**src/design/oatp_pkg.sv**
```systemverilog
// Shared constants, types and the arctangent table of the orbit position block.
`default_nettype none

package oatp_pkg;

  localparam int CORDIC_STAGES_DEF = 16;
  localparam int POS_WIDTH_DEF     = 16;

  // CORDIC datapath widths: x/y in Q30 with headroom, angle in 2^-22 degree
  localparam int CW = 34;
  localparam int ZW = 32;

  localparam int FULL_TURN     = 23040;
  localparam int HALF_TURN     = 11520;
  localparam int QUARTER_TURN  = 5760;
  localparam int PITCH_LIMIT   = 5696;
  localparam int YAW_OUT_LIMIT = 11520;

  localparam logic signed [CW-1:0] CORDIC_GAIN = CW'(652032874);

  localparam int SQRT_STEPS = 16;
  localparam int RW = 31;  // radicand width
  localparam int QW = 32;  // root accumulator width

  // configuration register indexes
  localparam logic REG_RADIUS    = 1'b0;
  localparam logic REG_RADIUS_SQ = 1'b1;

  localparam logic [14:0] RADIUS_RST    = 15'd16384;
  localparam logic [29:0] RADIUS_SQ_RST = 30'd268435456;

  typedef struct packed {
    logic signed [14:0] yaw_w;
    logic signed [13:0] pitch_c;
    logic               zneg;
  } side_t;

  typedef struct packed {
    logic signed [CW-1:0] x;
    logic signed [CW-1:0] y;
    logic signed [ZW-1:0] z;
  } cordic_vec_t;

  typedef struct packed {
    cordic_vec_t yaw;
    cordic_vec_t pit;
  } cordic_pair_t;

  typedef struct packed {
    logic [RW-1:0] rem;
    logic [QW-1:0] root;
  } sqrt_vec_t;

  function automatic logic signed [ZW-1:0] atan_angle(input int idx);
    logic signed [ZW-1:0] a;
    case (idx)
      0:  a = ZW'(188743680);
      1:  a = ZW'(111421900);
      2:  a = ZW'(58872272);
      3:  a = ZW'(29884485);
      4:  a = ZW'(15000234);
      5:  a = ZW'(7507429);
      6:  a = ZW'(3754631);
      7:  a = ZW'(1877430);
      8:  a = ZW'(938729);
      9:  a = ZW'(469366);
      10: a = ZW'(234683);
      11: a = ZW'(117342);
      12: a = ZW'(58671);
      13: a = ZW'(29335);
      14: a = ZW'(14668);
      15: a = ZW'(7334);
      16: a = ZW'(3667);
      17: a = ZW'(1833);
      18: a = ZW'(917);
      19: a = ZW'(458);
      20: a = ZW'(229);
      21: a = ZW'(115);
      22: a = ZW'(57);
      23: a = ZW'(29);
      default: a = '0;
    endcase
    return a;
  endfunction

endpackage

`default_nettype wire

```
**src/design/oatp_sqrt_cell.sv**
```systemverilog
// One digit step of the restoring integer square root.
`default_nettype none

module oatp_sqrt_cell
  import oatp_pkg::*;
#(
  parameter int STEP = 0
) (
  input  wire logic      clk_i,
  input  wire logic      rst_ni,
  input  wire logic      in_valid_i,
  input  wire side_t     in_side_i,
  input  wire sqrt_vec_t in_vec_i,
  output logic           out_valid_o,
  output side_t          out_side_o,
  output sqrt_vec_t      out_vec_o
);

  localparam logic [QW-1:0] BIT = QW'(1) << (30 - 2 * STEP);

  logic [QW-1:0] trial;
  sqrt_vec_t     vec_d;

  always_comb begin
    trial = in_vec_i.root + BIT;
    if ({1'b0, in_vec_i.rem} >= trial) begin
      vec_d.rem  = in_vec_i.rem - trial[RW-1:0];
      vec_d.root = (in_vec_i.root >> 1) + BIT;
    end else begin
      vec_d.rem  = in_vec_i.rem;
      vec_d.root = in_vec_i.root >> 1;
    end
  end

  always_ff @(posedge clk_i or negedge rst_ni) begin
    if (!rst_ni) begin
      out_valid_o <= 1'b0;
    end else begin
      out_valid_o <= in_valid_i;
    end
  end

  always_ff @(posedge clk_i) begin
    out_side_o <= in_side_i;
    out_vec_o  <= vec_d;
  end

endmodule

`default_nettype wire

```
**config.mk**
```make
export PLATFORM = sky130hd
export DESIGN_NAME = oatp_sqrt_cell
export DESIGN_NICKNAME = d
export VERILOG_FILES = /design/src/design/oatp_pkg.sv /design/src/design/oatp_sqrt_cell.sv
export SDC_FILE = /design/constraint.sdc
export NUM_CORES = 1
export LEC_CHECK = 0
export BUFFER_PORTS_ARGS = -buffer_cell sky130_fd_sc_hd__clkbuf_2
export CORE_ASPECT_RATIO = 1.75
export CORE_MARGIN = 2
export CORE_UTILIZATION = 40
export DETAILED_ROUTE_END_ITERATION = 7
export PLACE_DENSITY_LB_ADDON = 0.3
export SYNTH_ARGS = -nofsm -noshare
export SYNTH_HDL_FRONTEND = slang
export SYNTH_SLANG_ARGS = --single-unit
```
**constraint.sdc**
```tcl
create_clock -name clk_i -period 0.8 [get_ports clk_i]
set_input_delay 0 -clock clk_i [delete_from_list [all_inputs] [get_ports clk_i]]
set_output_delay 0 -clock clk_i [all_outputs]
set_load 0.02 [all_outputs]
```
# Word level (Yosys, flattened, before mapping)
# Cells that the tools add are included.
# word_totals
ff_bits,94
wordCells,12
inputBits,96
# op_classes
n_addsub,3
magnitude_cmp,1
muxes,1
# op_table
cell,count
63-bit two-way mux,1
"31-bit by 31-bit adder with 32-bit output, second input constant",1
"32-bit by 31-bit adder with 32-bit output, second input constant",1
31-bit by 32-bit >= comparator with 1-bit output,1
31-bit subtractor,1

# Logic depth before layout (Yosys ltp)
# Gate-level depths: netlist (run 1).
# logic_depth
depth_word,3
depth_mapped,15
depth_no_buf,13

# Least setup slack after synthesis (run 1)
# OpenSTA, ideal clock, no wires.
# synth_timing
path_kind,input to register
startpoint,input port in_vec_i[5] (netlist name)
endpoint,register out_vec_o[39] (netlist name)
setup_slack_ns,-1.614
cell_stages,11
setup_time_ns,0.123
path_buffers,1
arrival_time_ns,2.290
path_cell_list,inv_1 -> ha_1 -> a21o_1 -> o41a_1 -> a211o_1 -> a21oi_2 -> a21oi_1 -> o21ai_1 -> a21o_1 -> buf_4 -> mux2_1
# synth_rtl
element,line_no,source
start: declaration,oatp_sqrt_cell.sv:13,"input wire sqrt_vec_t in_vec_i,"
end signal: assignment,oatp_sqrt_cell.sv:45,out_vec_o <= vec_d;
end: declaration,oatp_sqrt_cell.sv:16,output sqrt_vec_t out_vec_o

==> results of run 1 <==
flip-flops by register name, indices dropped and copies added, names as in the netlist:
name and flops:
out_side_o 30, out_valid_o 1, out_vec_o 63
tightest hold or removal path, stage by stage:
cell and delay (ns):
clkbuf_2 0.12, buf_4 0.11, nand2_1 0.04, o21ai_1 0.05
cells in the mapped netlist (all sizes together):
cell     instances
buf              7
o211ai           2
o41a             1
or3              1
a21oi           29
a31oi            4
nand3            9
nand2b           4
inv             41
nor3             3
nand2           46
and2             2
o21ai           46
o22ai            1
a2111oi          1
mux2             1
and4             1
a211o            2
o21a             3
a211oi           4
dfrtp            1
clkbuf           2
o221ai           1
nand4            4
xnor2           13
or2              1
xor2            16
ha              31
dfxtp           93
fa               1
nor2            17
a21o            10
and3             4
o21bai           4
o31ai            2
a21boi           4
nor2b            3
path summary, 6_finish.rpt:
check / end / startpoint / slack [ns]
max in group asynchronous: out_valid_o / rst_ni / 0.12
min in group asynchronous: out_valid_o / rst_ni / 0.55
min: out_vec_o[33] / in_vec_i[33] / 0.01
max: out_vec_o[54] / in_vec_i[32] / -1.38
routing by layer:
layer  part of all wire (%)  up-vias
met3                    7.5      103
met1                     33     2344
met4                    6.5        0
met5                      0        -
li1                       -     2199
met2                     53      333
timing repair:
| action | CTS | global route |
|---|---|---|
| gates resized for setup | 291 | 139 |
| gates cloned | 2 | 3 |
| buffers inserted | 6 | 5 |
| hold endpoints to repair | 91 | 0 |
| pin swaps | 14 | 22 |
| hold buffers | 93 | 0 |
| endpoints found under the setup margin | 127 | 127 |
through the flow:
step                util [%]  cell area [µm²]  hold slack (ns)
global route           88.85             8412          0.01751
finish                 88.85             8412          0.01169
global placement       60.34             5713          -0.2260
CTS                    85.79             8123         0.001259
floorplan                  -             3971          -0.2956
detailed placement     60.34             5713          -0.2229
kinds of logic after synthesis:
kind of cell | count (synthesis)
multiplexers | 1
AND/OR/NAND/NOR | 95
buffers and inverters | 50
AO/OA/AOI/OAI | 114
flip-flops | 94
XOR/XNOR | 29
adder cells (fa/ha/maj) | 32
layout make-up:
cell class | count | area [µm²] | share of cell area, %
repair buffers | 390 | 3750 | 44.58
multi-input cells | 272 | 2014 | 23.95
flip-flops and latches | 94 | 2002 | 23.80
clock buffers | 10 | 229.0 | 2.722
inverters | 41 | 168.9 | 2.008
well taps | 122 | 152.6 | 1.815
clock inverters | 6 | 95.09 | 1.130
power groups by stage:
| stage | registers (µW) | logic, µW | clock network [µW] |
|---|---|---|---|
| 2_1_floorplan | 5800 | 1420 | 0 |
| 5_1_grt | 5500 | 5600 | 4970 |
| 6_report | 5470 | 5360 | 4770 |
| 3_3_place_gp | 5310 | 3380 | 0 |
| 3_5_place_dp | 5310 | 3430 | 0 |
| 4_1_cts | 5330 | 4670 | 4710 |
==> impl_metrics.json, run 1 <==
{
  "status": "finished, violations left",
  "violations": "setup timing",
  "clk_pin_slew_ns": 0.07,
  "synthMuxAreaShare_pct": 0.2897,
  "grt_max_degree": 18,
  "max_freq_mhz": 459.0,
  "die_area_um2": 10550,
  "synth_xor_area_share_pct": 6.534,
  "hpwl_um": 8950,
  "vias": 4979,
  "critPathTopFamily": "compound AO/OA/AOI/OAI gates",
  "p_leak_uw": 0.004092,
  "power.switching_uw": 4768,
  "area_growth_pct": 116.4,
  "clock_path_buffers": 2,
  "n_antenna_cell": 0,
  "cts-htree-levels": 3,
  "worstPathMaxFanout": 12,
  "initial_core_util_pct": 41.06,
  "max_stage_delay_ns": 0.40,
  "synthAdderAreaFrac_pct": 10.49,
  "seq_area_frac_synth_pct": 48.54,
  "combPwrFrac_pct": 34.3,
  "yosysTopAreaCellShare_pct": 47.89,
  "synth_compound_area_share_pct": 17.35,
  "die_h_um": 134.4,
  "place_ws_ns": -1.839,
  "cts_tree": "yes",
  "drv_slew": 0,
  "firstDrtPassIters": 5,
  "layout_common_cells": "buf_4, buf_8, dlygate4sd3_1",
  "setup_viol": 63,
  "ant_nets": 0,
  "relSlewSlack_pct": 75.99,
  "worstPathRequired_ns": 1.06,
  "p_int_uw": 10840,
  "layout.cells.non_filler": 935,
  "critPathSlowestCell": "o41a_1",
  "sw_frac_of_total_pct": 30.55,
  "cp_cell_sequence": "buf_8 > inv_12 > ha_4 > fa_2 > nand2b_4 > a21oi_4 > o41a_1 > a211o_1 > a21oi_2 > a21oi_2 > o21ai_2 > a21o_4 > buf_8 > nand2_1 > o21ai_1",
  "wl_per_cell_um": 20.36,
  "first_global_vias": 5159,
  "drv_cap": 0,
  "nNetsFinal": 936,
  "fp.coreArea_um2": 9468,
  "holdCritPathClass": "in -> reg",
  "final_layout_size_suffix_gt1_share_pct": 55.35,
  "critPathLaunchType": "primary input",
  "numCtsBuffers": 9,
  "io_pins": 190,
  "die_w_um": 78.52,
  "finalHoldViolCount": 0,
  "ys_ff_latch": 94,
  "grtUsageMet1_pct": 29.38,
  "wl_um": 19040,
  "powerDensity_nw_per_um2": 1855,
  "drtIter0Drc": 523,
  "yosys-top-cells-area": "dfxtp_1, ha_1, nand2_1",
  "final_common_cell": "buf_4",
  "grt_setup_unrepaired": "true",
  "rows": 47,
  "p_seq_share_pct": 35.1,
  "syn_area_um2": 3887,
  "ys_types": 41,
  "finalWorstSetupSlack_ns": -1.378,
  "synth-simple-area-share_pct": 10.91,
  "viasPerCell": 5.325,
  "whs_path_depth": 4,
  "syn_area_per_cell_um2": 9.367,
  "root_buffer": "clkbuf_16",
  "ir_drop_uv": 1557,
  "cts.sinks": 94,
  "cp.arrival_ns": 2.44,
  "dp_cells": 813,
  "grt_pass1_wl_um": 25420,
  "synth_top_family_by_area": "compound AO/OA/AOI/OAI gates",
  "synthCells": 415,
  "yosys.area.top_type": "dfxtp_1",
  "cp_num_buf_inv": 3,
  "grt_util_met2_pct": 58.97,
  "drc": 0,
  "finalSetupTns_ns": -43.43,
  "antenna_found_initial": 0,
  "grt_most_used_layer": "met2",
  "yosys_warnings": 0,
  "cp.depth": 15,
  "gp_congestion": 0.8416,
  "finalCritPeriodShare_pct": 272.3,
  "worst_slew_pin_slew_ns": 0.3510,
  "io_buffers": 189,
  "clkPwrFrac_pct": 30.6,
  "total_power_uw": 15600,
  "grt_usage_pct": 31.13,
  "fin_crit_ns": 2.178,
  "critical_path.endpoint_type": "flop",
  "synth_nets": 543,
  "fill_cells": 394,
  "setup.worst_path.class": "in -> reg",
  "gr-usage-met3_pct": 8.210,
  "grt.overflow.total": 0
}
(Power assumes the default switching activity.)
==> run 2: changes to the inputs <==
--- a/config.mk
+++ b/config.mk
@@ -7,7 +7,6 @@
 export LEC_CHECK = 0
 export BUFFER_PORTS_ARGS = -buffer_cell sky130_fd_sc_hd__clkbuf_2
 export CORE_ASPECT_RATIO = 1.75
-export CORE_MARGIN = 2
 export CORE_UTILIZATION = 40
 export DETAILED_ROUTE_END_ITERATION = 7
 export PLACE_DENSITY_LB_ADDON = 0.3
==> impl_metrics.json, run 2 (synthesis gave the netlist of run 1 again) <==
{
  "status": "finished, violations left",
  "violations": "setup timing",
  "hpwl_um": 8983,
  "dp_cells": 821,
  "powerDensity_nw_per_um2": 1880,
  "cts_tree": "yes",
  "grt_setup_unrepaired": "true",
  "drtIter0Drc": 612,
  "rows": 47,
  "firstDrtPassIters": 5,
  "cp.arrival_ns": 2.69,
  "setup_viol": 109,
  "viasPerCell": 5.890,
  "grt_pass1_wl_um": 28420,
  "drv_cap": 0,
  "finalCritPeriodShare_pct": 307.3,
  "layout_common_cells": "buf_4, dlygate4sd3_1, clkbuf_2",
  "nNetsFinal": 947,
  "startpoint": "in_vec_i[17]",
  "final_layout_size_suffix_gt1_share_pct": 60.68,
  "cp_cell_sequence": "clkbuf_2 > inv_1 > ha_2 > a21oi_2 > nor2b_1 > or3_4 > a211oi_4 > o21bai_2 > a21o_1 > a211oi_2 > nor2_2 > xnor2_2 > o21ai_2",
  "critPathSlowestCell": "or3_4",
  "antenna_found_initial": 0,
  "ir_drop_uv": 1641,
  "die_h_um": 132.4,
  "top_register": "out_vec_o",
  "worstPathMaxFanout": 3,
  "fin_crit_ns": 2.458,
  "die_area_um2": 10130,
  "initial_core_util_pct": 41.06,
  "drv_slew": 0,
  "cp.depth": 13,
  "crit_end": "out_vec_o[57]",
  "critPathTopFamily": "compound AO/OA/AOI/OAI gates",
  "critical_path.endpoint_type": "flop",
  "io_pins": 190,
  "holdCritPathClass": "in -> reg",
  "relSlewSlack_pct": 57.26,
  "grt_usage_pct": 36.98,
  "wl_per_cell_um": 26.14,
  "vias": 5572,
  "fp.coreArea_um2": 9468,
  "cts.sinks": 94,
  "whs_ns": 0.03288,
  "drc": 0,
  "wl_um": 24730,
  "setup.worst_path.class": "in -> reg",
  "worst_slew_pin_slew_ns": 0.6411,
  "ant_nets": 0,
  "total_power_uw": 16570,
  "clock_path_buffers": 2,
  "max_stage_delay_ns": 0.42,
  "cts-htree-levels": 3,
  "reg.largest.list": "out_vec_o x63, out_side_o x30, out_valid_o x1",
  "die_w_um": 76.52,
  "layout.cells.non_filler": 946,
  "final_common_cell": "buf_4",
  "max_freq_mhz": 406.8,
  "critPathLaunchType": "primary input",
  "grt.overflow.total": 0,
  "grt_max_degree": 18,
  "io_buffers": 189,
  "worstPathRequired_ns": 1.03,
  "clk_pin_slew_ns": 0.07,
  "largest_register_ff_count": 63,
  "n_antenna_cell": 0,
  "finalHoldViolCount": 0,
  "finalWorstSetupSlack_ns": -1.658,
  "first_global_vias": 5533,
  "numCtsBuffers": 9,
  "gp_congestion": 0.8813,
  "cp_num_buf_inv": 2,
  "root_buffer": "clkbuf_16",
  "area_growth_pct": 126.7,
  "p_leak_uw": 0.004228
}
[run 2: worst min-delay path by stage]
stage | startpoint | endpoint | slack [ns] | depth (start not counted)
final | in_vec_i[39] | out_vec_o[39] | 0.03 | 3
after global routing | in_vec_i[39] | out_vec_o[39] | 0.03 | 3
after CTS | in_vec_i[61] | out_vec_o[61] | -0.09 | 3
after detailed placement | rst_ni | out_valid_o | -0.22 | 1
after global placement | rst_ni | out_valid_o | -0.23 | 1
after floorplan | rst_ni | out_valid_o | -0.30 | 0
[run 2: area by class of cell]
cell class	instances	area, µm²
multi-input combinational	271	2258
tap	122	152.6
timing repair buffer	402	3910
clock buffer	10	229.0
fill	280	654.4
inverter	41	166.4
sequential	94	2004
clock inverter	6	92.59
[run 2: per-stage QoR]
step	setup WS (ns)	instance area [µm²]	setup TNS, ns	utilization, %
floorplan	-1.533	3971	-47.58	-
global placement	-1.773	5798	-56.31	61.24
detailed placement	-1.804	5798	-56.40	61.24
CTS	-1.300	8250	-41.76	87.14
global route	-1.860	8813	-51.56	93.09
finish	-1.658	8813	-48.93	93.09
[run 2: power by group]
part | leakage [µW] | internal [µW] | total [µW] | switching [µW]
Sequential | 0.000798 | 5170 | 5510 | 339
Combinational | 0.00328 | 3150 | 6190 | 3030
Clock | 0.000150 | 2770 | 4880 | 2110
Total | 0.00423 | 11100 | 16600 | 5480
[run 2: metal layers]
| metal | global-route usage [%] | vias up | wire length (µm) |
|---|---|---|---|
| met1 | 32.51 | 2571 | 7303 |
| met3 | 8.138 | 242 | 2528 |
| met5 | 0 | - | 46 |
| met2 | 73.27 | 533 | 11960 |
| li1 | - | 2224 | - |
| met4 | 23.08 | 2 | 2887 |
[run 2: repair_timing]
action / in CTS / in global routing
pin swaps: 26 / 37
buffers inserted: 5 / 3
endpoints found under the hold margin: 94 / 1
endpoints found under the setup margin: 127 / 127
gates cloned: 4 / 2
resized for setup: 282 / 194
hold buffers: 94 / 1
